## src/ffpra_pkg.sv

```systemverilog
// Package: shared constants, mode and status codes for the page range allocator.
`default_nettype none
package ffpra_pkg;
   localparam int unsigned TableDepth = 256;
   localparam int unsigned PageShift  = 12;
   localparam logic [63:0] Limit4g    = 64'h1_0000_0000;

   typedef enum logic [2:0] {
      MODE_ALLOC_LOW  = 3'd0,
      MODE_ALLOC_ANY  = 3'd1,
      MODE_ALLOC_EXEC = 3'd2,
      MODE_FREE       = 3'd3,
      MODE_FREE_EXEC  = 3'd4
   } mode_type;

   typedef enum logic [1:0] {
      ST_DONE    = 2'd0,
      ST_NO_FIT  = 2'd1,
      ST_IGNORED = 2'd2,
      ST_FULL    = 2'd3
   } status_type;

   typedef enum logic [1:0] {
      TBL_LOW  = 2'd0,
      TBL_HIGH = 2'd1,
      TBL_EXEC = 2'd2
   } table_sel_type;

   // controller to datapath
   typedef struct packed {
      logic          load;      // capture request fields
      logic          scan_start;// clear scan index
      logic          scan_rd;   // issue read at scan index
      logic          scan_adv;  // advance scan index
      logic          take;      // write back consumed entry
      logic          append_lo; // append low (or only) part
      logic          append_hi; // append high part of a split free
      table_sel_type sel;
   } ffpra_cmd_type;

   // datapath to controller
   typedef struct packed {
      logic     scan_end;  // scan index reached used count
      logic     fits;      // registered read entry fits
      logic     split;     // free crosses 4 GiB
      logic     below_4g;  // free base below 4 GiB
      logic     full_sel;  // selected table full
      logic     full_high; // high table full
      logic     hi_nonzero;// split high part non-empty
      logic     lo_nonzero;// low part non-empty
      mode_type mode;
      logic     ignore;
   } ffpra_sts_type;
endpackage
`default_nettype wire

```

## src/ffpra_ctrl.sv

```systemverilog
// Controller: sequences decode, first-fit scan, append and response.
`default_nettype none
module ffpra_ctrl (
   input  wire logic                    clock,
   input  wire logic                    reset,
   input  wire logic                    req_valid,
   output      logic                    req_ready,
   output      logic                    rsp_valid,
   input  wire logic                    rsp_ready,
   output      ffpra_pkg::ffpra_cmd_type cmd,
   input  wire ffpra_pkg::ffpra_sts_type sts,
   output      logic                    found,
   output      ffpra_pkg::status_type   status
);
   typedef enum logic [7:0] {
      S_IDLE   = 8'b0000_0001,
      S_DECODE = 8'b0000_0010,
      S_CHECK  = 8'b0000_0100,
      S_READ   = 8'b0000_1000,
      S_TEST   = 8'b0001_0000,
      S_APPLO  = 8'b0010_0000,
      S_APPHI  = 8'b0100_0000,
      S_RESP   = 8'b1000_0000
   } state_type;

   state_type                state_ff, state_in;
   ffpra_pkg::table_sel_type sel_ff, sel_in;
   ffpra_pkg::status_type    status_ff, status_in;
   logic                     found_ff, found_in;

   always_ff @(posedge clock) begin
      if (reset) begin
         state_ff  <= S_IDLE;
         sel_ff    <= ffpra_pkg::TBL_LOW;
         status_ff <= ffpra_pkg::ST_DONE;
         found_ff  <= 1'b0;
      end else begin
         state_ff  <= state_in;
         sel_ff    <= sel_in;
         status_ff <= status_in;
         found_ff  <= found_in;
      end
   end

   always_comb begin
      state_in  = state_ff;
      sel_in    = sel_ff;
      status_in = status_ff;
      found_in  = found_ff;
      cmd       = '0;
      cmd.sel   = sel_ff;
      req_ready = 1'b0;
      rsp_valid = 1'b0;
      case (state_ff)
         S_IDLE: begin
            req_ready = 1'b1;
            if (req_valid) begin
               cmd.load = 1'b1;
               state_in = S_DECODE;
            end
         end
         S_DECODE: begin
            found_in       = 1'b0;
            status_in      = ffpra_pkg::ST_DONE;
            cmd.scan_start = 1'b1;
            state_in       = S_CHECK;
            if (sts.ignore) begin
               status_in = ffpra_pkg::ST_IGNORED;
               state_in  = S_RESP;
            end else begin
               case (sts.mode)
                  ffpra_pkg::MODE_ALLOC_LOW:  sel_in = ffpra_pkg::TBL_LOW;
                  ffpra_pkg::MODE_ALLOC_ANY:  sel_in = ffpra_pkg::TBL_HIGH;
                  ffpra_pkg::MODE_ALLOC_EXEC: sel_in = ffpra_pkg::TBL_EXEC;
                  ffpra_pkg::MODE_FREE_EXEC: begin
                     sel_in   = ffpra_pkg::TBL_EXEC;
                     state_in = S_APPLO;
                  end
                  default: begin
                     sel_in   = sts.below_4g ? ffpra_pkg::TBL_LOW : ffpra_pkg::TBL_HIGH;
                     state_in = S_APPLO;
                  end
               endcase
            end
         end
         S_CHECK: begin
            if (sts.scan_end) begin
               if (sts.mode == ffpra_pkg::MODE_ALLOC_ANY && sel_ff == ffpra_pkg::TBL_HIGH) begin
                  sel_in         = ffpra_pkg::TBL_LOW;
                  cmd.scan_start = 1'b1;
               end else begin
                  status_in = ffpra_pkg::ST_NO_FIT;
                  state_in  = S_RESP;
               end
            end else begin
               cmd.scan_rd = 1'b1;
               state_in    = S_READ;
            end
         end
         S_READ: begin
            state_in = S_TEST;
         end
         S_TEST: begin
            if (sts.fits) begin
               cmd.take = 1'b1;
               found_in = 1'b1;
               state_in = S_RESP;
            end else begin
               cmd.scan_adv = 1'b1;
               state_in     = S_CHECK;
            end
         end
         S_APPLO: begin
            state_in = S_APPHI;
            if (sts.lo_nonzero) begin
               if (sts.full_sel) begin
                  status_in = ffpra_pkg::ST_FULL;
               end else begin
                  cmd.append_lo = 1'b1;
               end
            end
            if (!(sel_ff == ffpra_pkg::TBL_LOW && sts.split)) begin
               state_in = S_RESP;
            end
         end
         S_APPHI: begin
            state_in = S_RESP;
            if (sts.hi_nonzero) begin
               if (sts.full_high) begin
                  status_in = ffpra_pkg::ST_FULL;
               end else begin
                  cmd.append_hi = 1'b1;
               end
            end
         end
         S_RESP: begin
            rsp_valid = 1'b1;
            if (rsp_ready) begin
               state_in = S_IDLE;
            end
         end
         default: state_in = S_IDLE;
      endcase
   end

   assign found  = found_ff;
   assign status = status_ff;
endmodule
`default_nettype wire

```

## config.mk

```make
export PLATFORM = sky130hd
export DESIGN_NAME = ffpra_ctrl
export DESIGN_NICKNAME = d
export VERILOG_FILES = /design/src/ffpra_pkg.sv /design/src/ffpra_ctrl.sv
export SDC_FILE = /design/constraint.sdc
export NUM_CORES = 1
export LEC_CHECK = 0
export ABC_AREA = 0
export BUFFER_PORTS_ARGS = -buffer_cell sky130_fd_sc_hd__clkbuf_2
export CAP_MARGIN = 20
export CORE_UTILIZATION = 40
export CTS_CLUSTER_DIAMETER = 120
export CTS_CLUSTER_SIZE = 8
export DETAILED_ROUTE_END_ITERATION = 8
export HOLD_SLACK_MARGIN = 0.1
export PLACE_DENSITY = 0.66
export SLEW_MARGIN = 5
export SYNTH_ARGS = -nofsm -noshare
export SYNTH_HDL_FRONTEND = slang
export SYNTH_SLANG_ARGS = --single-unit
```

## constraint.sdc

```tcl
create_clock -name clock -period 4.1 [get_ports clock]
set_clock_uncertainty 0.1 [all_clocks]
set_input_delay 0.41 -clock clock [delete_from_list [all_inputs] [get_ports clock]]
set_output_delay 0.41 -clock clock [all_outputs]
set_load 0.005 [all_outputs]
```

Word-level counts from Yosys, hierarchy flattened
Cells that the tools add are included.
{"block": "word_totals", "ff_bits": 13, "word_cells": 84, "ram_bits": 0, "latchBits": 0, "memories": 0, "mem_bits_ro": 0, "input_bits": 16, "output_inout_bits": 14}
{"block": "classes", "multipliers": 0, "n_bitwise": 0, "n_lt_le_gt_ge": 0, "n_shift": 0, "n_addsub": 0, "eq_ne": 24, "reduce_logical": 13, "muxes": 43, "div": 0}
{"op": "8-bit one-hot mux with 8 select lines", "n": 1}
{"op": "8-bit 2-to-1 mux", "n": 7}
{"op": "2-bit 2-to-1 mux", "n": 11}
{"op": "2-bit inequality test, second input constant", "n": 11}
{"op": "1-bit 2-to-1 mux", "n": 18}
{"op": "8-bit by 1-bit equality test with 1-bit output, second input constant", "n": 1}
{"op": "8-bit by 2-bit equality test with 1-bit output, second input constant", "n": 1}
{"op": "8-bit by 3-bit equality test with 1-bit output, second input constant", "n": 1}
{"op": "8-bit by 4-bit equality test with 1-bit output, second input constant", "n": 1}
{"op": "8-bit by 5-bit equality test with 1-bit output, second input constant", "n": 1}
{"op": "8-bit by 6-bit equality test with 1-bit output, second input constant", "n": 1}
{"op": "8-bit by 7-bit equality test with 1-bit output, second input constant", "n": 1}
{"op": "8-bit equality test, second input constant", "n": 1}
{"op": "2-bit one-hot mux with 4 select lines", "n": 1}
{"op": "7-bit AND reduction", "n": 1}
{"op": "6-bit 2-to-1 mux", "n": 1}
{"op": "2-bit one-hot mux with 3 select lines", "n": 1}
{"op": "1-bit one-hot mux with 2 select lines", "n": 2}
{"op": "2-bit one-hot mux with 2 select lines", "n": 1}
{"op": "4-bit AND reduction", "n": 1}
{"op": "2-bit nonzero test", "n": 2}
{"op": "4-bit nonzero test", "n": 1}
{"op": "3-bit by 1-bit equality test with 1-bit output, second input constant", "n": 1}
{"op": "3-bit by 2-bit equality test with 1-bit output, second input constant", "n": 1}
{"op": "10 further kinds", "n": 11}

Logic depth before layout (Yosys ltp)
Gate-level depths: netlist (run 1).
{"block": "logic_depth", "ltp_word": 5, "ltp_mapped": 6, "depth_no_buf": 5}

Worst setup path before layout (run 1)
OpenSTA, ideal clock, no wires.
{"block": "synth_path", "kind": "flip-flop to output port", "from": "register state_ff[7]", "to": "output cmd[7] in the netlist's numbering", "n_path_buf": 0, "arrival_time_ns": 1.271, "path_stages_with_launch": 5, "path_slack_ns": 2.319, "t_required_ns": 3.590, "path_cell_list": "dfxtp_1 -> nor4_4 -> nand3_1 -> or2_2 -> nand2_1"}
{"element": "start: declaration", "line": "ffpra_ctrl.sv:26", "rtl": "state_type state_ff, state_in;"}
{"element": "start signal: assignment", "line": "ffpra_ctrl.sv:38", "rtl": "state_ff <= state_in;"}
{"element": "end: declaration", "line": "ffpra_ctrl.sv:10", "rtl": "output ffpra_pkg::ffpra_cmd_type cmd,"}

==> results of run 1 <==
==> synth_stat cells, types with 2 or more instances <==
cell,instances,share of area [%]
nor2b_1,4,2.8
nor3_1,5,2.8
inv_1,6,2.6
nand4b_1,3,3.0
nand4_1,5,3.6
xnor2_1,2,2.0
o21ai_0,6,3.4
nand2_1,8,3.4
nor2_1,9,3.8
a21oi_1,8,4.5
dfxtp_1,13,30
nand3_1,6,3.4
o211a_1,2,2.3
nor4_1,2,1.4
nor3b_1,6,5.1
==> layout make-up <==
cell class / instances / share of cell area (%)
inverters: 6 / 2.128
clock buffers: 4 / 2.482
repair buffers: 29 / 13.71
well taps: 27 / 3.191
flip-flops and latches: 13 / 24.59
multi-input cells: 88 / 53.90
==> kinds of logic after synthesis <==
kind of cell	count (synthesis)
AOI/OAI and AO/OA	25
xor gates and xnor gates	2
buffers and inverters	10
DFF	13
and+or+nand+nor	61
==> worst min path at each step <==
| stage | start | endpoint |
|---|---|---|
| final | sts[0] | state_ff[5]$_SDFFE_PP0P_ |
| after detailed placement | found$_SDFFE_PP0P_ | found$_SDFFE_PP0P_ |
| after global routing | sts[0] | state_ff[5]$_SDFFE_PP0P_ |
| after floorplan | found$_SDFFE_PP0P_ | found$_SDFFE_PP0P_ |
| after CTS | sts[0] | state_ff[5]$_SDFFE_PP0P_ |
| after global placement | found$_SDFFE_PP0P_ | found$_SDFFE_PP0P_ |
==> per-layer routing <==
| metal | vias up | share of wire, % |
|---|---|---|
| li1 | 473 | - |
| met3 | 6 | 5.1 |
| met4 | 0 | 1.9 |
| met5 | - | 0 |
| met2 | 41 | 47 |
| met1 | 431 | 46 |
==> power breakdown <==
group	leakage [nW]	internal (mW)	switching, mW	total [mW]
combinational	0.367	0.0231	0.0269	0.0500
clock	0.0150	0.0377	0.0419	0.0796
sequential	0.105	0.129	0.00481	0.134
total	0.487	0.190	0.0736	0.264
==> worst max-delay path, delay by kind of cell, from the launching register on <==
kind | cells | cell delay [ns]
buffers and inverters | 1 | 0.15
and+or+nand+nor | 3 | 0.99
DFF | 1 | 0.38
==> metrics by stage <==
stage | cells | setup WS [ns] | cell area (um2) | util, % | hold WS, ns
detailed placement | 163 | 2.103 | 1032 | 51.05 | 0.3556
floorplan | 111 | 2.319 | 880.8 | - | 0.3527
CTS | 167 | 1.791 | 1059 | 52.35 | 0.2520
global placement | 163 | 2.118 | 1032 | 51.05 | 0.3451
finish | 167 | 1.794 | 1059 | 52.35 | 0.2624
global route | 167 | 1.671 | 1059 | 52.35 | 0.2467
==> flip-flops by register name, indices dropped and copies added, names as in the netlist <==
| name | count |
|---|---|
| state_ff | 8 |
| sel_ff | 2 |
| status | 2 |
| found | 1 |
==> results.yml, run 1 <==
critical_path:
  critical_path_class: "flip-flop to output port"
  arrival_ns: 1.80
  r2r_slack_ns: 2.26
  worstPathRequired_ns: 3.59
  cp-start-kind: "flip-flop"
  r2r_start: "state_ff[1]$_SDFFE_PP0P_"
  setup.worst_path.start: "state_ff[1]$_SDFFE_PP0P_"
  cp_slowest_cell: "nor3_1"
  reg2regPathDepth: 4
  path_max_fanout: 6
  endpoint: "cmd[3]"
  cp_slowest_stage_delay_ns: 0.43
  crit_chain: "nor3_1 > nand4b_1 > nor3b_1 > clkbuf_2"
  end_kind: "output port"
  r2r-end: "state_ff[7]$_SDFFE_PP0P_"
die:
  ios: 30
  fp.coreArea_um2: 2022
  die_w_um: 48.93
  num_rows: 16
  die_area_um2: 2394
  start_util_pct: 43.56
  die_h_um: 48.93
final_layout:
  layout_common_cells: "clkbuf_2 (29), dfxtp_1 (13), nor2_1 (9), nand2_1 (8), a21oi_1 (8)"
  drive_above_1_share_pct: 30.71
  diodes: 0
  area_growth_pct: 20.17
  fillCellCount: 212
  multi_input_area_um2: 570.5
  regArea_um2: 260.3
  final_common_cell: "clkbuf_2"
  nNetsFinal: 157
worst_hold_path:
  hold_class: "input port to flip-flop"
  holdPathStages: 2
grt:
  antenna_found_initial: 0
  grt_pass1_vias: 852
  use_met2_pct: 33.56
  gr-usage-all-layers_pct: 20.01
  use_met1_pct: 25.14
  grt_pass1_wl_mm: 3.719
  grt.busiest_layer: "met2"
  grt_max_degree: 12
  grt_overflow: 0
  grtUsageMet3_pct: 2.804
cts:
  post_cts_buffers: 0
  root_buffer: "clkbuf_4"
  cts_hold_buf: 0
  cts_buffers: 3
  clkLatencyLatePin_ns: 0.27
  htree_levels: 1
  cts_resized: 0
  clkSlewWorstSetupHoldPaths_ns: 0.08
  cts.path.max_buffers: 2
  cts_sinks: 13
  cts_tree: "built"
power:
  peakVddDrop_v: 0.0001591
  fin_total_pwr_mw: 0.2639
  powerDensity_nw_per_um2: 249.3
  p_leak_nw: 0.4871
logic_synthesis:
  ys_ff_latch: 13
  syn_nets: 127
  synthMuxAreaShare_pct: 0
  yosysSeqAreaShare_pct: 29.55
  synth_top_family_by_area: "simple AND/OR/NAND/NOR gates"
  yosysWarnings: 0
  synthXorXnorAreaFrac_pct: 1.989
  synth_ff_type: "dfxtp_1"
  synth.avg_cell_area_um2: 7.936
  synth_simple_gate_area_share_pct: 43.47
  ys_types: 41
  async_flop_share_pct: 0
  synth_compound_area_share_pct: 19.32
  synthAdderAreaFrac_pct: 0
  syn_inst: 111
  syn_area_um2: 880.8
  synth_edf_count: 0
routing:
  drtIter0Drc: 24
  drc: 0
  avgRoutedWirePerCell_um: 13.11
  vias: 951
  dr.pass1.iters: 4
  postRouteAntennaNets: 0
  via_per_inst: 5.695
  wl_mm: 2.190
timing:
  tightestPinTransition_ns: 0.4642
  tns_ns: 0
  min_period_ns: 2.306
  drv_slew: 0
  max_freq_ghz: 0.4336
  max_slew_margin_pct: 68.81
  grt_setup_unrepaired: "no"
  finalHoldViolCount: 0
  setup_viol: 0
  fin_crit_sh_pct: 56.25
outcome:
  outcome: "completed"
place:
  port_buffers: 29
  place_congestion: 0.8662
  dpl.hpwl_mm: 1.773
job:
  maxCapViolations: 0
No activity file was read; power rests on OpenSTA's default activity.
==> run 2, diff against run 1 <==
==> constraint.sdc (replaced) <==
create_clock -name clock -period 2.3 [get_ports clock]
set_clock_uncertainty 0.1 [all_clocks]
set_input_delay 0.23 -clock clock [delete_from_list [all_inputs] [get_ports clock]]
set_output_delay 0.23 -clock clock [all_outputs]
set_load 0.005 [all_outputs]
==> run 2 against run 1 <==
Total power grew 80%; sequential cell count is the same; wire length grew 2.1%; clock power grew 78%; register-to-register slack lost 1.8 ns; hold slack lost 0.085 ns; count of clock-buffer cells in the layout is the same; critical endpoint is now cmd[7]; largest cell class unchanged; largest power group unchanged.
==> results.yml, run 2 (synthesis gave the netlist of run 1 again) <==
outcome:
  outcome: "completed"
final_layout:
  drive_above_1_share_pct: 30.77
  largest_reg_flops: 8
  regMostFlops: "state_ff"
  final_common_cell: "clkbuf_2"
  final_util_pct: 53.71
  area_growth_pct: 23.30
  diodes: 0
  layout_common_cells: "clkbuf_2 (29), dfxtp_1 (13), nor2_1 (9), nand2_1 (8), a21oi_1 (8)"
  nNetsFinal: 160
die:
  num_rows: 16
  die_h_um: 48.93
  fp.coreArea_um2: 2022
  die_w_um: 48.93
  start_util_pct: 43.56
  ios: 30
  die_area_um2: 2394
grt:
  antenna_found_initial: 0
  gr-usage-all-layers_pct: 21.17
  grt_max_degree: 12
  grt_pass1_vias: 898
  grt_overflow: 0
  grt_pass1_wl_mm: 3.953
routing:
  postRouteAntennaNets: 0
  via_per_inst: 5.665
  dr.pass1.iters: 4
  vias: 963
  wl_mm: 2.235
  drtIter0Drc: 19
  drc: 0
  avgRoutedWirePerCell_um: 13.15
cts:
  clkLatencyLatePin_ns: 0.28
  cts_sinks: 13
  cts_buffers: 3
  cts_tree: "built"
  htree_levels: 1
  root_buffer: "clkbuf_4"
  clkSlewWorstSetupHoldPaths_ns: 0.08
  cts.path.max_buffers: 2
  cts_resized: 0
timing:
  setup_ws_ns: 0.1610
  fin_crit_sh_pct: 93.00
  max_freq_ghz: 0.4675
  tns_ns: 0
  drv_slew: 0
  grt_setup_unrepaired: "no"
  tightestPinTransition_ns: 0.4727
  min_period_ns: 2.139
  finalHoldViolCount: 0
  setup_viol: 0
  max_slew_margin_pct: 68.25
critical_path:
  crit_chain: "nor4_4 > nand3_1 > or2_2 > nand2_1 > clkbuf_2"
  cp_slowest_cell: "nor4_4"
  r2r_slack_ns: 0.50
  setup.worst_path.start: "state_ff[7]$_SDFFE_PP0P_"
  path_delay_family: "simple AND/OR/NAND/NOR gates"
  end_kind: "output port"
  arrival_ns: 1.81
  critical_path_class: "flip-flop to output port"
  cp-start-kind: "flip-flop"
  r2r_start: "state_ff[2]$_SDFFE_PP0P_"
  path_max_fanout: 7
  cp_slowest_stage_delay_ns: 0.41
  worstPathRequired_ns: 1.97
  worst-path-buf-inv: 1
job:
  maxCapViolations: 0
power:
  p_comb_share_pct: 19.5
  power_switching_mw: 0.1325
  clockPowerShare_pct: 30.0
  p_sw_share_pct: 27.94
  peakVddDrop_v: 0.0004328
  seq_power_share_pct: 50.5
  powerDensity_nw_per_um2: 436.8
  p_leak_nw: 0.4997
  internal-power_mw: 0.3418
worst_hold_path:
  hold_class: "input port to flip-flop"
  hp-start: "reset"
place:
  dpl.hpwl_mm: 1.788
  preCtsSetupSlack_ns: 0.4837
  place_congestion: 0.9226
  port_buffers: 29
[run 2: final timing paths]
path                         endpoint  cells after the start
max                            cmd[7]                      5
min          state_ff[7]$_SDFFE_PP0P_                      2
max reg2reg  state_ff[7]$_SDFFE_PP0P_                      5
min reg2reg        found$_SDFFE_PP0P_                      2
[run 2: repair_timing]
item	in CTS	in global routing
hold buffers	2	0
buffers inserted	0	0
hold endpoints to repair	2	0
[run 2: power by group through the flow]
stage / Clock [mW] / Combinational (mW) / Sequential [mW]
global placement: 0 / 0.0878 / 0.245
floorplan: 0 / 0.0541 / 0.243
detailed placement: 0 / 0.0894 / 0.245
finish: 0.142 / 0.0925 / 0.240
CTS: 0.143 / 0.0926 / 0.239
global route: 0.163 / 0.105 / 0.241
[run 2: metrics by stage]
stage          total power, mW  area, um2  cells  hold slack (ns)
5_1_grt                 0.5082       1086    170           0.1854
2_1_floorplan           0.2969      880.8    111           0.2085
3_5_place_dp            0.3343       1040    164           0.3499
6_report                0.4744       1086    170           0.1777
3_3_place_gp            0.3326       1040    164           0.3538
4_1_cts                 0.4752       1086    170           0.1796
[run 2: cell type report]
class / count / area (um2)
clock buffer: 4 / 26.28
fill: 204 / 935.9
inverter: 6 / 22.52
sequential: 13 / 260.3
multi-input combinational: 88 / 570.5
timing repair buffer: 32 / 172.7
tap: 27 / 33.78
[run 2: layer usage]
metal / GRT usage (%) / up-vias / wire length [um]
li1: - / 479 / -
met1: 26.25 / 439 / 982
met2: 35.65 / 41 / 1048
met3: 4.050 / 4 / 180
met4: 8.824 / 0 / 23
met5: 0 / - / 0
==> run 3, diff against run 2 <==
--- a/config.mk
+++ b/config.mk
@@ -5,15 +5,16 @@
 export SDC_FILE = /design/constraint.sdc
 export NUM_CORES = 1
 export LEC_CHECK = 0
-export ABC_AREA = 0
+export ABC_AREA = 1
 export BUFFER_PORTS_ARGS = -buffer_cell sky130_fd_sc_hd__clkbuf_2
 export CAP_MARGIN = 20
+export CORE_ASPECT_RATIO = 0.7
 export CORE_UTILIZATION = 40
 export CTS_CLUSTER_DIAMETER = 120
 export CTS_CLUSTER_SIZE = 8
 export DETAILED_ROUTE_END_ITERATION = 8
 export HOLD_SLACK_MARGIN = 0.1
-export PLACE_DENSITY = 0.66
+export PLACE_DENSITY = 0.65
 export SLEW_MARGIN = 5
 export SYNTH_ARGS = -nofsm -noshare
 export SYNTH_HDL_FRONTEND = slang
==> run 3 against run 2 <==
Synthesized cell count rose by 40%; utilization fell by 0.054 points; critical path depth rose by 1; sequential cell count did not move; combinational power rose by 110%; register-to-register slack improved by 0.28 ns; final area rose by 6.5%; highest routed layer is now met3.
==> results.yml, run 3 <==
logic_synthesis:
  syn_inst: 155
  synth.avg_cell_area_um2: 5.949
  async_flop_share_pct: 0
  synth_common_cells: "nand2_1 (31), nor2_1 (29), inv_1 (23), dfxtp_1 (13), nand3_1 (11)"
  yosysMostFrequentCell: "nand2_1"
  syn_nets: 171
  syn_area_um2: 922.1
  ys_types: 20
  yosysSeqAreaShare_pct: 28.22
  yosysTopAreaCell: "dfxtp_1"
  synth_ff_type: "dfxtp_1"
  synth_edf_count: 0
  synth_top_area_share_pct: 28.22
  ys_ff_latch: 13
  yosysWarnings: 0
  synthTopCellsByArea: "dfxtp_1 (28%), nand2_1 (13%), nor2_1 (12%)"
critical_path:
  cp-start-kind: "flip-flop"
  cp_slowest_cell: "dfxtp_1"
  arrival_ns: 1.47
  path_max_fanout: 4
  r2r_start: "state_ff[1]$_SDFFE_PP0P_"
  r2r-end: "status[1]$_SDFFE_PP0P_"
  cp_slowest_stage_delay_ns: 0.34
  end_kind: "output port"
  worstPathRequired_ns: 1.97
  path_common_cell: "nor2_1"
  r2r_slack_ns: 0.78
  crit_chain: "nor2_2 > nand2_2 > nor2_1 > nand2_1 > nor2_1 > clkbuf_2"
  critical_path_class: "flip-flop to output port"
  reg2regPathDepth: 8
timing:
  tns_ns: 0
  min_period_ns: 1.804
  drv_slew: 0
  max_slew_margin_pct: 80.69
  tightestPinTransition_ns: 0.2870
  setup_viol: 0
  finalHoldViolCount: 0
  max_freq_ghz: 0.5542
  fin_crit_sh_pct: 78.45
  grt_setup_unrepaired: "no"
routing:
  vias: 1057
  drtIter0Drc: 60
  via_per_inst: 4.761
  drc: 0
  dr.pass1.iters: 4
  postRouteAntennaNets: 0
  wl_mm: 2.211
  avgRoutedWirePerCell_um: 9.959
worst_hold_path:
  whs_endpoint: "state_ff[0]$_SDFFE_PP1P_"
  hold_class: "input port to flip-flop"
  holdPathStages: 4
  hp-start: "req_valid"
die:
  fp.coreArea_um2: 2155
  start_util_pct: 42.80
  die_w_um: 59.39
  die_h_um: 42.17
  die_area_um2: 2504
  ios: 30
  num_rows: 14
power:
  p_comb_share_pct: 32.4
  peakVddDrop_v: 0.0002329
  clockPowerShare_pct: 24.3
  powerDensity_nw_per_um2: 509.0
  power_switching_mw: 0.2045
  internal-power_mw: 0.3840
  p_sw_share_pct: 34.75
  seq_power_share_pct: 43.3
  p_leak_nw: 0.6401
cts:
  cts_tree: "built"
  root_buffer: "clkbuf_4"
  cts_sinks: 13
  clkSlewWorstSetupHoldPaths_ns: 0.08
  clkLatencyLatePin_ns: 0.27
  cts.path.max_buffers: 2
  cts_hold_buf: 3
  cts_resized: 0
  post_cts_buffers: 0
  cts_buffers: 3
  htree_levels: 1
final_layout:
  nNetsFinal: 207
  final_common_cell: "nand2_1"
  drive_above_1_share_pct: 28.95
  diodes: 0
  largest_reg_flops: 8
  regMostFlops: "state_ff"
  stdcell_area_um2: 1156
  area_growth_pct: 25.37
  layout_common_cells: "nand2_1 (31), nor2_1 (29), clkbuf_2 (29), inv_1 (23), dfxtp_1 (13)"
grt:
  grt_max_degree: 8
  grt_pass1_vias: 928
  grt_overflow: 0
  antenna_found_initial: 0
  grt_pass1_wl_mm: 3.857
  gr-usage-all-layers_pct: 20.19
place:
  place_congestion: 0.8168
  place_area_um2: 1100
  port_buffers: 29
  dpl.hpwl_mm: 1.866
outcome:
  outcome: "completed"
job:
  maxCapViolations: 0
## run 3: cell count changes after synthesis, sizes merged, moves of 7 or more
cell and change:
inv +21, nor3b -7, nor2 +27, nand2 +32, nand3 +7
## run 3: worst max path at each step
stage / start / slack [ns] / end
finish: state_ff[1]$_SDFFE_PP0P_ / 0.50 / cmd[3]
global route: state_ff[2]$_SDFFE_PP0P_ / 0.33 / cmd[3]
CTS: state_ff[1]$_SDFFE_PP0P_ / 0.48 / cmd[8]
detailed placement: state_ff[1]$_SDFFE_PP0P_ / 0.78 / status[1]$_SDFFE_PP0P_
global placement: state_ff[1]$_SDFFE_PP0P_ / 0.83 / cmd[8]
floorplan: state_ff[7]$_SDFFE_PP0P_ / 0.98 / status[1]$_SDFFE_PP0P_
## run 3: critical path: cells and delay by family (launching register included)
family / cells / cell delay, ns
buffers and inverters: 1 / 0.11
DFF: 1 / 0.34
and+or+nand+nor: 5 / 0.73
## run 3: layer usage
| metal | track usage [%] | vias to the layer above | part of all wire [%] |
|---|---|---|---|
| li1 | - | 550 | - |
| met4 | 3.810 | 0 | 0 |
| met3 | 7.099 | 0 | 6.3 |
| met2 | 30.11 | 27 | 44 |
| met1 | 28.05 | 480 | 50 |
| met5 | 0 | - | 0 |
## run 3: cell type report
cell class,count,area (um2)
Fill cell,248,998.5
Tap cell,32,40.04
Clock buffer,4,26.28
Timing Repair Buffer,32,175.2
Multi-Input combinational cell,113,549.3
Sequential cell,13,260.3
Inverter,28,105.1
## run 3: metrics by stage
stage	worst slack (ns)	total power, mW	hold slack, ns	cells	util [%]
floorplan	0.9818	0.3829	0.1991	155	-
global placement	0.8307	0.4437	0.3599	215	51.05
detailed placement	0.7842	0.4472	0.3650	215	51.05
CTS	0.4848	0.5945	0.1434	222	53.66
global route	0.3338	0.6301	0.1548	222	53.66
finish	0.4956	0.5885	0.1450	222	53.66
## run 3: logic make-up after synthesis
| family | count (synthesis) | synth area share, % |
|---|---|---|
| buffers and inverters | 29 | 12.21 |
| DFF | 13 | 28.22 |
| and+or+nand+nor | 101 | 52.92 |
| AOI/OAI and AO/OA | 12 | 6.649 |
## run 3: power groups by stage
| stage | clock, mW | combinational (mW) | sequential, mW |
|---|---|---|---|
| after CTS | 0.148 | 0.192 | 0.255 |
| after global placement | 0 | 0.184 | 0.260 |
| after detailed placement | 0 | 0.186 | 0.261 |
| after floorplan | 0 | 0.123 | 0.260 |
| final | 0.143 | 0.190 | 0.255 |
| after global routing | 0.158 | 0.214 | 0.258 |
